<file path="src/hw/rtl/tss_pkg.sv">
package tss_pkg;

    localparam int SIG_W       = 2;
    localparam int NUM_W       = 3;
    localparam int TIME_W      = 8;
    localparam int CFG_IDX_W   = 3;
    localparam int GREEN_SLOTS = 4;
    localparam int MAX_SIGNALS = 4;
    localparam int COUNT_WIDTH = 8;

    localparam logic [TIME_W-1:0] RST_GREEN_0  = 8'd2;
    localparam logic [TIME_W-1:0] RST_GREEN_1  = 8'd3;
    localparam logic [TIME_W-1:0] RST_GREEN_2  = 8'd1;
    localparam logic [TIME_W-1:0] RST_GREEN_3  = 8'd2;
    localparam logic [TIME_W-1:0] RST_YELLOW   = 8'd5;
    localparam logic [TIME_W-1:0] RST_ALL_RED  = 8'd2;
    localparam logic [NUM_W-1:0]  RST_NUM_SIGS = 3'd4;

    localparam logic MODE_TICK    = 1'b0;
    localparam logic MODE_REQUEST = 1'b1;

    typedef enum logic [1:0] {
        PH_GREEN  = 2'd0,
        PH_YELLOW = 2'd1,
        PH_ALLRED = 2'd2
    } t_phase;

    typedef enum logic [CFG_IDX_W-1:0] {
        CFG_GREEN_0     = 3'd0,
        CFG_GREEN_1     = 3'd1,
        CFG_GREEN_2     = 3'd2,
        CFG_GREEN_3     = 3'd3,
        CFG_YELLOW      = 3'd4,
        CFG_ALL_RED     = 3'd5,
        CFG_NUM_SIGNALS = 3'd6
    } t_cfg_idx;

    typedef struct packed {
        logic [GREEN_SLOTS-1:0][TIME_W-1:0] green_time;
        logic [TIME_W-1:0]                  yellow_time;
        logic [TIME_W-1:0]                  all_red_time;
        logic [NUM_W-1:0]                   sig_count;  // effective, 1..MAX_SIGNALS
    } t_cfg;

endpackage

</file>
<file path="src/hw/rtl/traffic_signal_sequencer.sv">
// Junction signal sequencer with emergency preemption.
// Input channel (i_in_valid / o_in_ready) carries one beat per tick or
// request: i_mode low is a time tick, i_mode high latches i_emergency_index
// as the signal to serve, if it is in the rotation, once a green is cut.
// Output channel (o_out_valid / i_out_ready) carries one beat per input
// beat: active signal, phase, ticks remaining and the pending flag, all as
// they stand after that input.
// A taken beat is held in the input register until the state can advance.
// Throughput: one beat per cycle while results are taken; the sequencer
// state update is a single compare, decrement and index wrap between the
// input register and the state registers, also the result register.
// When the receiver stalls, the result holds and one more input beat is
// taken into the input register; then o_in_ready drops until the result
// is taken.
// Reset: signal 0 in green with its reset green length, nothing pending,
// all but r_mode and r_idx reset. The write port (i_cfg_we) is taken
// at any edge and should only be used while no beats are in flight.
module traffic_signal_sequencer #(
    parameter int COUNT_WIDTH = tss_pkg::COUNT_WIDTH
) (
    input  logic                          i_clk,
    input  logic                          i_rst_n,
    input  logic                          i_cfg_we,
    input  logic [tss_pkg::CFG_IDX_W-1:0] i_cfg_index,
    input  logic [tss_pkg::TIME_W-1:0]    i_cfg_data,
    input  logic                          i_in_valid,
    output logic                          o_in_ready,
    input  logic                          i_mode,
    input  logic [tss_pkg::SIG_W-1:0]     i_emergency_index,
    output logic                          o_out_valid,
    input  logic                          i_out_ready,
    output logic [tss_pkg::SIG_W-1:0]     o_active_signal,
    output logic [1:0]                    o_phase,
    output logic [tss_pkg::TIME_W-1:0]    o_remaining,
    output logic                          o_request_pending
);

    tss_pkg::t_cfg             w_cfg;
    logic                      r_in_valid;
    logic                      r_mode;
    logic [tss_pkg::SIG_W-1:0] r_idx;
    logic                      r_out_valid;
    logic                      w_advance;
    logic                      w_fire;

    tss_cfg_regs u_cfg (
        .i_clk       (i_clk),
        .i_rst_n     (i_rst_n),
        .i_cfg_we    (i_cfg_we),
        .i_cfg_index (i_cfg_index),
        .i_cfg_data  (i_cfg_data),
        .o_cfg       (w_cfg)
    );

    assign w_advance  = !r_out_valid || i_out_ready;
    assign w_fire     = r_in_valid && w_advance;
    assign o_in_ready = !r_in_valid || w_advance;

    always_ff @(posedge i_clk) begin
        if (!i_rst_n) begin
            r_in_valid  <= 1'b0;
            r_out_valid <= 1'b0;
        end else begin
            if (o_in_ready) begin
                r_in_valid <= i_in_valid;
            end
            if (w_advance) begin
                r_out_valid <= r_in_valid;
            end
        end
    end

    always_ff @(posedge i_clk) begin
        if (o_in_ready && i_in_valid) begin
            r_mode <= i_mode;
            r_idx  <= i_emergency_index;
        end
    end

    tss_core #(
        .COUNT_WIDTH (COUNT_WIDTH)
    ) u_core (
        .i_clk             (i_clk),
        .i_rst_n           (i_rst_n),
        .i_fire            (w_fire),
        .i_mode            (r_mode),
        .i_idx             (r_idx),
        .i_cfg             (w_cfg),
        .o_active_signal   (o_active_signal),
        .o_phase           (o_phase),
        .o_remaining       (o_remaining),
        .o_request_pending (o_request_pending)
    );

    assign o_out_valid = r_out_valid;

endmodule

</file>
<file path="src/hw/rtl/tss_cfg_regs.sv">
module tss_cfg_regs (
    input  logic                          i_clk,
    input  logic                          i_rst_n,
    input  logic                          i_cfg_we,
    input  logic [tss_pkg::CFG_IDX_W-1:0] i_cfg_index,
    input  logic [tss_pkg::TIME_W-1:0]    i_cfg_data,
    output tss_pkg::t_cfg                 o_cfg
);

    logic [tss_pkg::GREEN_SLOTS-1:0][tss_pkg::TIME_W-1:0] r_green;
    logic [tss_pkg::TIME_W-1:0] r_yellow;
    logic [tss_pkg::TIME_W-1:0] r_all_red;
    logic [tss_pkg::NUM_W-1:0]  r_num;
    logic [tss_pkg::NUM_W-1:0]  w_count;

    always_ff @(posedge i_clk) begin
        if (!i_rst_n) begin
            r_green[0] <= tss_pkg::RST_GREEN_0;
            r_green[1] <= tss_pkg::RST_GREEN_1;
            r_green[2] <= tss_pkg::RST_GREEN_2;
            r_green[3] <= tss_pkg::RST_GREEN_3;
            r_yellow   <= tss_pkg::RST_YELLOW;
            r_all_red  <= tss_pkg::RST_ALL_RED;
            r_num      <= tss_pkg::RST_NUM_SIGS;
        end else if (i_cfg_we) begin
            case (tss_pkg::t_cfg_idx'(i_cfg_index))
                tss_pkg::CFG_GREEN_0:     r_green[0] <= i_cfg_data;
                tss_pkg::CFG_GREEN_1:     r_green[1] <= i_cfg_data;
                tss_pkg::CFG_GREEN_2:     r_green[2] <= i_cfg_data;
                tss_pkg::CFG_GREEN_3:     r_green[3] <= i_cfg_data;
                tss_pkg::CFG_YELLOW:      r_yellow   <= i_cfg_data;
                tss_pkg::CFG_ALL_RED:     r_all_red  <= i_cfg_data;
                tss_pkg::CFG_NUM_SIGNALS: r_num      <= i_cfg_data[tss_pkg::NUM_W-1:0];
                default: ;
            endcase
        end
    end

    // zero acts as one, large values clamp to the hardware limit
    always_comb begin
        if (r_num == '0) begin
            w_count = tss_pkg::NUM_W'(1);
        end else if (r_num > tss_pkg::NUM_W'(tss_pkg::MAX_SIGNALS)) begin
            w_count = tss_pkg::NUM_W'(tss_pkg::MAX_SIGNALS);
        end else begin
            w_count = r_num;
        end
    end

    assign o_cfg.green_time   = r_green;
    assign o_cfg.yellow_time  = r_yellow;
    assign o_cfg.all_red_time = r_all_red;
    assign o_cfg.sig_count    = w_count;

endmodule

</file>
<file path="src/hw/rtl/tss_core.sv">
module tss_core #(
    parameter int COUNT_WIDTH = tss_pkg::COUNT_WIDTH
) (
    input  logic                       i_clk,
    input  logic                       i_rst_n,
    input  logic                       i_fire,
    input  logic                       i_mode,
    input  logic [tss_pkg::SIG_W-1:0]  i_idx,
    input  tss_pkg::t_cfg              i_cfg,
    output logic [tss_pkg::SIG_W-1:0]  o_active_signal,
    output logic [1:0]                 o_phase,
    output logic [tss_pkg::TIME_W-1:0] o_remaining,
    output logic                       o_request_pending
);

    localparam int EXT_W = COUNT_WIDTH + tss_pkg::TIME_W;

    tss_pkg::t_phase            r_phase, n_phase;
    logic [tss_pkg::SIG_W-1:0]  r_cur, n_cur;
    logic [COUNT_WIDTH-1:0]     r_count, n_count;
    logic                       r_pend, n_pend;
    logic [tss_pkg::SIG_W-1:0]  r_pend_sig, n_pend_sig;
    logic                       r_cut, n_cut;

    logic [tss_pkg::NUM_W-1:0]  w_next_wide;
    logic [tss_pkg::SIG_W-1:0]  w_next_sig;
    logic [tss_pkg::SIG_W-1:0]  w_green_sig;
    logic [COUNT_WIDTH-1:0]     w_green_len;
    logic [COUNT_WIDTH-1:0]     w_yellow_len;
    logic [COUNT_WIDTH-1:0]     w_all_red_len;
    logic [EXT_W-1:0]           w_green_ext;
    logic [EXT_W-1:0]           w_yellow_ext;
    logic [EXT_W-1:0]           w_all_red_ext;
    logic [EXT_W-1:0]           w_rst_ext;
    logic [EXT_W-1:0]           w_rem_ext;

    // phase lengths fitted to the counter width
    assign w_green_ext   = {COUNT_WIDTH'(0), i_cfg.green_time[w_green_sig]};
    assign w_yellow_ext  = {COUNT_WIDTH'(0), i_cfg.yellow_time};
    assign w_all_red_ext = {COUNT_WIDTH'(0), i_cfg.all_red_time};
    assign w_rst_ext     = {COUNT_WIDTH'(0), tss_pkg::RST_GREEN_0};
    assign w_green_len   = w_green_ext[COUNT_WIDTH-1:0];
    assign w_yellow_len  = w_yellow_ext[COUNT_WIDTH-1:0];
    assign w_all_red_len = w_all_red_ext[COUNT_WIDTH-1:0];

    always_comb begin
        w_next_wide = {1'b0, r_cur} + tss_pkg::NUM_W'(1);
        if (w_next_wide >= i_cfg.sig_count) begin
            w_next_sig = '0;
        end else begin
            w_next_sig = w_next_wide[tss_pkg::SIG_W-1:0];
        end
        w_green_sig = (r_cut && r_pend) ? r_pend_sig : w_next_sig;
    end

    always_comb begin
        n_phase    = r_phase;
        n_cur      = r_cur;
        n_count    = r_count;
        n_pend     = r_pend;
        n_pend_sig = r_pend_sig;
        n_cut      = r_cut;
        if (i_fire) begin
            if (i_mode == tss_pkg::MODE_REQUEST) begin
                if ({1'b0, i_idx} < i_cfg.sig_count) begin
                    n_pend     = 1'b1;
                    n_pend_sig = i_idx;
                end
            end else if (r_phase == tss_pkg::PH_GREEN && r_pend) begin
                // preemption cuts green short
                n_cut   = 1'b1;
                n_phase = tss_pkg::PH_YELLOW;
                n_count = w_yellow_len;
            end else if (r_count > COUNT_WIDTH'(1)) begin
                n_count = r_count - COUNT_WIDTH'(1);
            end else begin
                case (r_phase)
                    tss_pkg::PH_GREEN: begin
                        n_phase = tss_pkg::PH_YELLOW;
                        n_count = w_yellow_len;
                    end
                    tss_pkg::PH_YELLOW: begin
                        n_phase = tss_pkg::PH_ALLRED;
                        n_count = w_all_red_len;
                    end
                    default: begin
                        if (r_cut && r_pend) begin
                            n_pend = 1'b0;
                        end
                        n_cut   = 1'b0;
                        n_cur   = w_green_sig;
                        n_phase = tss_pkg::PH_GREEN;
                        n_count = w_green_len;
                    end
                endcase
            end
        end
    end

    always_ff @(posedge i_clk) begin
        if (!i_rst_n) begin
            r_phase    <= tss_pkg::PH_GREEN;
            r_cur      <= '0;
            r_count    <= w_rst_ext[COUNT_WIDTH-1:0];
            r_pend     <= 1'b0;
            r_pend_sig <= '0;
            r_cut      <= 1'b0;
        end else begin
            r_phase    <= n_phase;
            r_cur      <= n_cur;
            r_count    <= n_count;
            r_pend     <= n_pend;
            r_pend_sig <= n_pend_sig;
            r_cut      <= n_cut;
        end
    end

    assign w_rem_ext = {tss_pkg::TIME_W'(0), r_count};

    always_comb begin
        o_active_signal   = r_cur;
        o_phase           = r_phase;
        o_remaining       = w_rem_ext[tss_pkg::TIME_W-1:0];
        o_request_pending = r_pend;
    end

endmodule

</file>
<file path="config.mk">
export PLATFORM = sky130hd
export DESIGN_NAME = traffic_signal_sequencer
export DESIGN_NICKNAME = d
export VERILOG_FILES = /design/src/hw/rtl/tss_pkg.sv /design/src/hw/rtl/traffic_signal_sequencer.sv /design/src/hw/rtl/tss_cfg_regs.sv /design/src/hw/rtl/tss_core.sv
export SDC_FILE = /design/constraint.sdc
export NUM_CORES = 1
export LEC_CHECK = 0
export BUFFER_PORTS_ARGS = -buffer_cell sky130_fd_sc_hd__buf_2
export CAP_MARGIN = 0
export CELL_PAD_IN_SITES_DETAIL_PLACEMENT = 1
export CELL_PAD_IN_SITES_GLOBAL_PLACEMENT = 1
export CORE_MARGIN = 3
export CORE_UTILIZATION = 41
export DETAILED_ROUTE_END_ITERATION = 7
export PLACE_DENSITY = 0.8
export SYNTH_ARGS = -nofsm -noshare
export SYNTH_HDL_FRONTEND = slang
export SYNTH_HIERARCHICAL = 1
export SYNTH_SLANG_ARGS = --single-unit
</file>
<file path="constraint.sdc">
create_clock -name i_clk -period 2.2 [get_ports i_clk]
set_input_delay 0.44 -clock i_clk [delete_from_list [all_inputs] [get_ports i_clk]]
set_output_delay 0.44 -clock i_clk [all_outputs]
set_load 0.1 [all_outputs]
</file>
==> out/results.tsv <==
stage	metric	value	unit
synth	syn_area	3700	sq um
route	remaining_drc_errors	0	
min_path	min_delay_path_depth	1	
global_route	first_global_vias	3505	
finish	finalNetCount	494	
min_path	min_path_type	input port to flop	
floorplanning	core_area	8760	sq um
finish	drive_above_1_share	28.8	%
synth	netlist_instances	408	
timing	max_slew.worst_pin.slew	0.573	ns
placement	portBuffers	33	
synth	ys_ff_latch	72	
finish	area_growth	25.1	%
timing	finalCriticalPeriod	2.21	ns
synth	async_flop_share	0	%
setup_path	crit_path_start	u_core/o_active_signal[0]$_SDFFE_PN0P_	
min_path	min_from	i_emergency_index[1]	
floorplanning	die_height	101	um
floorplanning	die_w	101	um
route	routedWlPerCell	20.3	um
timing	relSlewSlack	61.8	%
cts	clock_sinks	72	
setup_path	cp.required	2.44	ns
synth	ys_types	56	
finish	fin_area	4630	sq um
cts	hold_buffers	0	
route	dr.pass1.iters	4	
setup_path	critPathArrivalTime	2.45	ns
timing	report.final.hold_viol_count	0	
route	drtIter0Drc	156	
timing	max_freq	0.453	GHz
setup_path	startpoint_type	flop	
setup_path	crit_path_end_kind	flop	
placement	place_inst	559	
power	p_leak	2.00	nW
floorplanning	row_count	34	
cts	cts_tree	done	
outcome	failed_checks	setup timing	
setup_path	crit_buf_inv	0	
route	wl	11800	um
synth	yosys.area.top_type_share	37.3	%
route	vias	3318	
setup_path	path_delay_family	compound AO/OA/AOI/OAI gates	
setup_path	cpMaxStageDelayCell	dfxtp_4	
floorplanning	die-area	10200	sq um
route	vias_per_cell	5.71	
timing	setup_viol	1	
route	antenna_left	0	
setup_path	r2r-start	u_core/o_active_signal[0]$_SDFFE_PN0P_	
cts	clk_pin_slew_worst_paths	0.08	ns
timing	setup_slack	-0.00784	ns
run	drv_cap	0	
cts	htreeDepth	3	
placement	place_congestion	0.859	
synth	yosys-top-cells-area	dfxtp_1 (37%), mux2i_1 (18%), nand2_1 (7.0%)	
setup_path	max_stage_delay	0.36	ns
setup_path	crit_fanout	3	
global_route	grt_overflow	0	
setup_path	critPathKind	flop to flop	
global_route	track_usage	23.7	%
timing	fin_worst_skew	0.00556	ns
outcome	run_status	finished with violations	
synth	synth_flop_cell	dfxtp_1	
synth	yosysSeqAreaShare	39.8	%
synth	syn_area_per_cell	9.07	sq um
synth	synth_edf_count	3	
finish	n_antenna_cell	0	
placement	dpl.hpwl	8210	um
power	ir_drop	0.000375	V
floorplanning	initial_core_util	42.2	%
global_route	grt_pass1_wl	18500	um
global_route	antenna_found_initial	0	
cts	clockBufferDepth	2	
placement	dpl-instance-area	4220	sq um
cts	cts_made_buffers	9	
cts	clock_latency	0.36	ns
synth	yosysTopAreaCell	dfxtp_1	
timing	drv_slew	0	
power	p_per_area	624	nW/um^2
floorplanning	io_pins	34	
timing	final_min_period_over_clock_period	100	%
finish	finalNonFillerCells	581	
cts	cts_root_buffer	clkbuf_8	
synth	synth.net_count	434	
synth	yosys_warnings	6	
setup_path	rr_worst_depth	8	
global_route	grt_start_max_net_pins	71	
finish	final_cell_mix	nand2_1 (67), mux2i_1 (67), dfxtp_1 (56)	
timing	grt_setup_unrepaired	yes	
setup_path	path_cells	ha_4 > ha_4 > nand2_4 > o211ai_1 > o21a_2 > mux2_4 > o2111ai_2 > o211ai_1	
setup_path	worst-path-stages	8	
==> synth_stat cells (2+ instances only) <==
master and number:
a2111oi_0 3, a22o_1 3, nand4b_1 3, buf_2 7, dfxtp_1 69, a22oi_1 4, and2_1 4, nor2_1 21
a21oi_1 21, mux2_2 3, inv_1 11, o21a_1 4, nor2b_1 16, o31ai_1 2, nand2_1 69, clkbuf_1 16
nor3b_1 3, o21ai_1 8, nand4bb_1 2, a221o_1 3, o21ai_0 5, ha_1 7, nand3_1 3, mux2i_1 67
a211oi_1 3, or3_1 2, nor3_1 7, edfxtp_1 3, o22ai_1 3, and3_1 2, a31oi_1 3, o211ai_1 5
nand2b_1 3
==> worst paths after layout <==
| check | to | slack [ns] |
|---|---|---|
| max | u_core/o_remaining[7]$_SDFFE_PN0P_ | -0.008 |
| min | r_idx[1]$_DFFE_PP_ | 0.26 |
| max reg2reg | u_core/o_remaining[7]$_SDFFE_PN0P_ | -0.008 |
| min reg2reg | u_cfg/o_cfg[42]$_SDFFE_PN0P_ | 0.47 |
==> sequential cells by signal (all words and copies together) (netlist names) <==
name                      cells
o_out_valid                   1
r_idx                         2
r_in_valid                    1
r_mode                        1
u_cfg/o_cfg                  32
u_cfg/r_all_red               8
u_cfg/r_num                   3
u_cfg/r_yellow                8
u_core/o_active_signal        2
u_core/o_phase                2
u_core/o_remaining            8
u_core/o_request_pending      1
u_core/r_cut                  1
u_core/r_pend_sig             2
==> metrics by stage <==
stage | TNS, ns | utilization [%] | setup WS, ns | total power [mW] | hold WS (ns)
6_report | -0.00784 | 52.8 | -0.00784 | 2.89 | 0.257
5_1_grt | -0.373 | 52.8 | -0.0719 | 3.00 | 0.254
4_1_cts | 0 | 51.1 | 0.00258 | 2.89 | 0.246
3_5_place_dp | -0.677 | 48.2 | -0.199 | 1.79 | 0.451
3_3_place_gp | -0.0524 | 48.2 | -0.0348 | 1.78 | 0.445
2_1_floorplan | -1.20 | - | -0.332 | 1.67 | 0.431
==> cell type report <==
type,instances,area (sq um)
fillers,1019,4130
multi-input cells,300,2240
flip-flops and latches,72,1500
repair buffers,74,500
clock buffers,12,178
well taps,108,135
inverters,11,41.3
clock inverters,4,32.5
==> layer usage <==
layer  global-route usage (%)  vias to the layer above  share of wire [%]
li1                         -                     1575                  -
met1                     29.7                     1651                 44
met2                     41.5                       75                 51
met3                     4.08                       17                3.7
met4                     6.95                        0                1.9
met5                        0                        -                  0
==> power by group <==
part | total [mW] | switching [mW] | internal [mW] | leakage, nW
clock network | 1.11 | 0.556 | 0.554 | 0.0995
logic | 0.397 | 0.258 | 0.139 | 1.31
registers | 1.38 | 0.0378 | 1.35 | 0.595
total | 2.89 | 0.852 | 2.04 | 2.00
==> repair_timing <==
item | CTS | global route
setup buffers | 1 | 5
gates resized for setup | 9 | 30
pin swaps | 3 | 16
endpoints found under the setup margin | 8 | 8
==> cells by family (layout without fill, tap and decap cells) <==
kind of cell | Yosys count | after routing | share of synthesized area [%]
AND/OR/NAND/NOR | 144 | 144 | 20.1
AO/OA/AOI/OAI | 78 | 78 | 14.3
flip-flops | 72 | 72 | 39.8
multiplexers | 70 | 70 | 19.0
buffers and inverters | 36 | 101 | 4.19
adder cells (fa/ha/maj) | 7 | 7 | 2.37
XOR/XNOR | 1 | 1 | 0.237
Note: power is estimated with default switching activity, not from simulation.
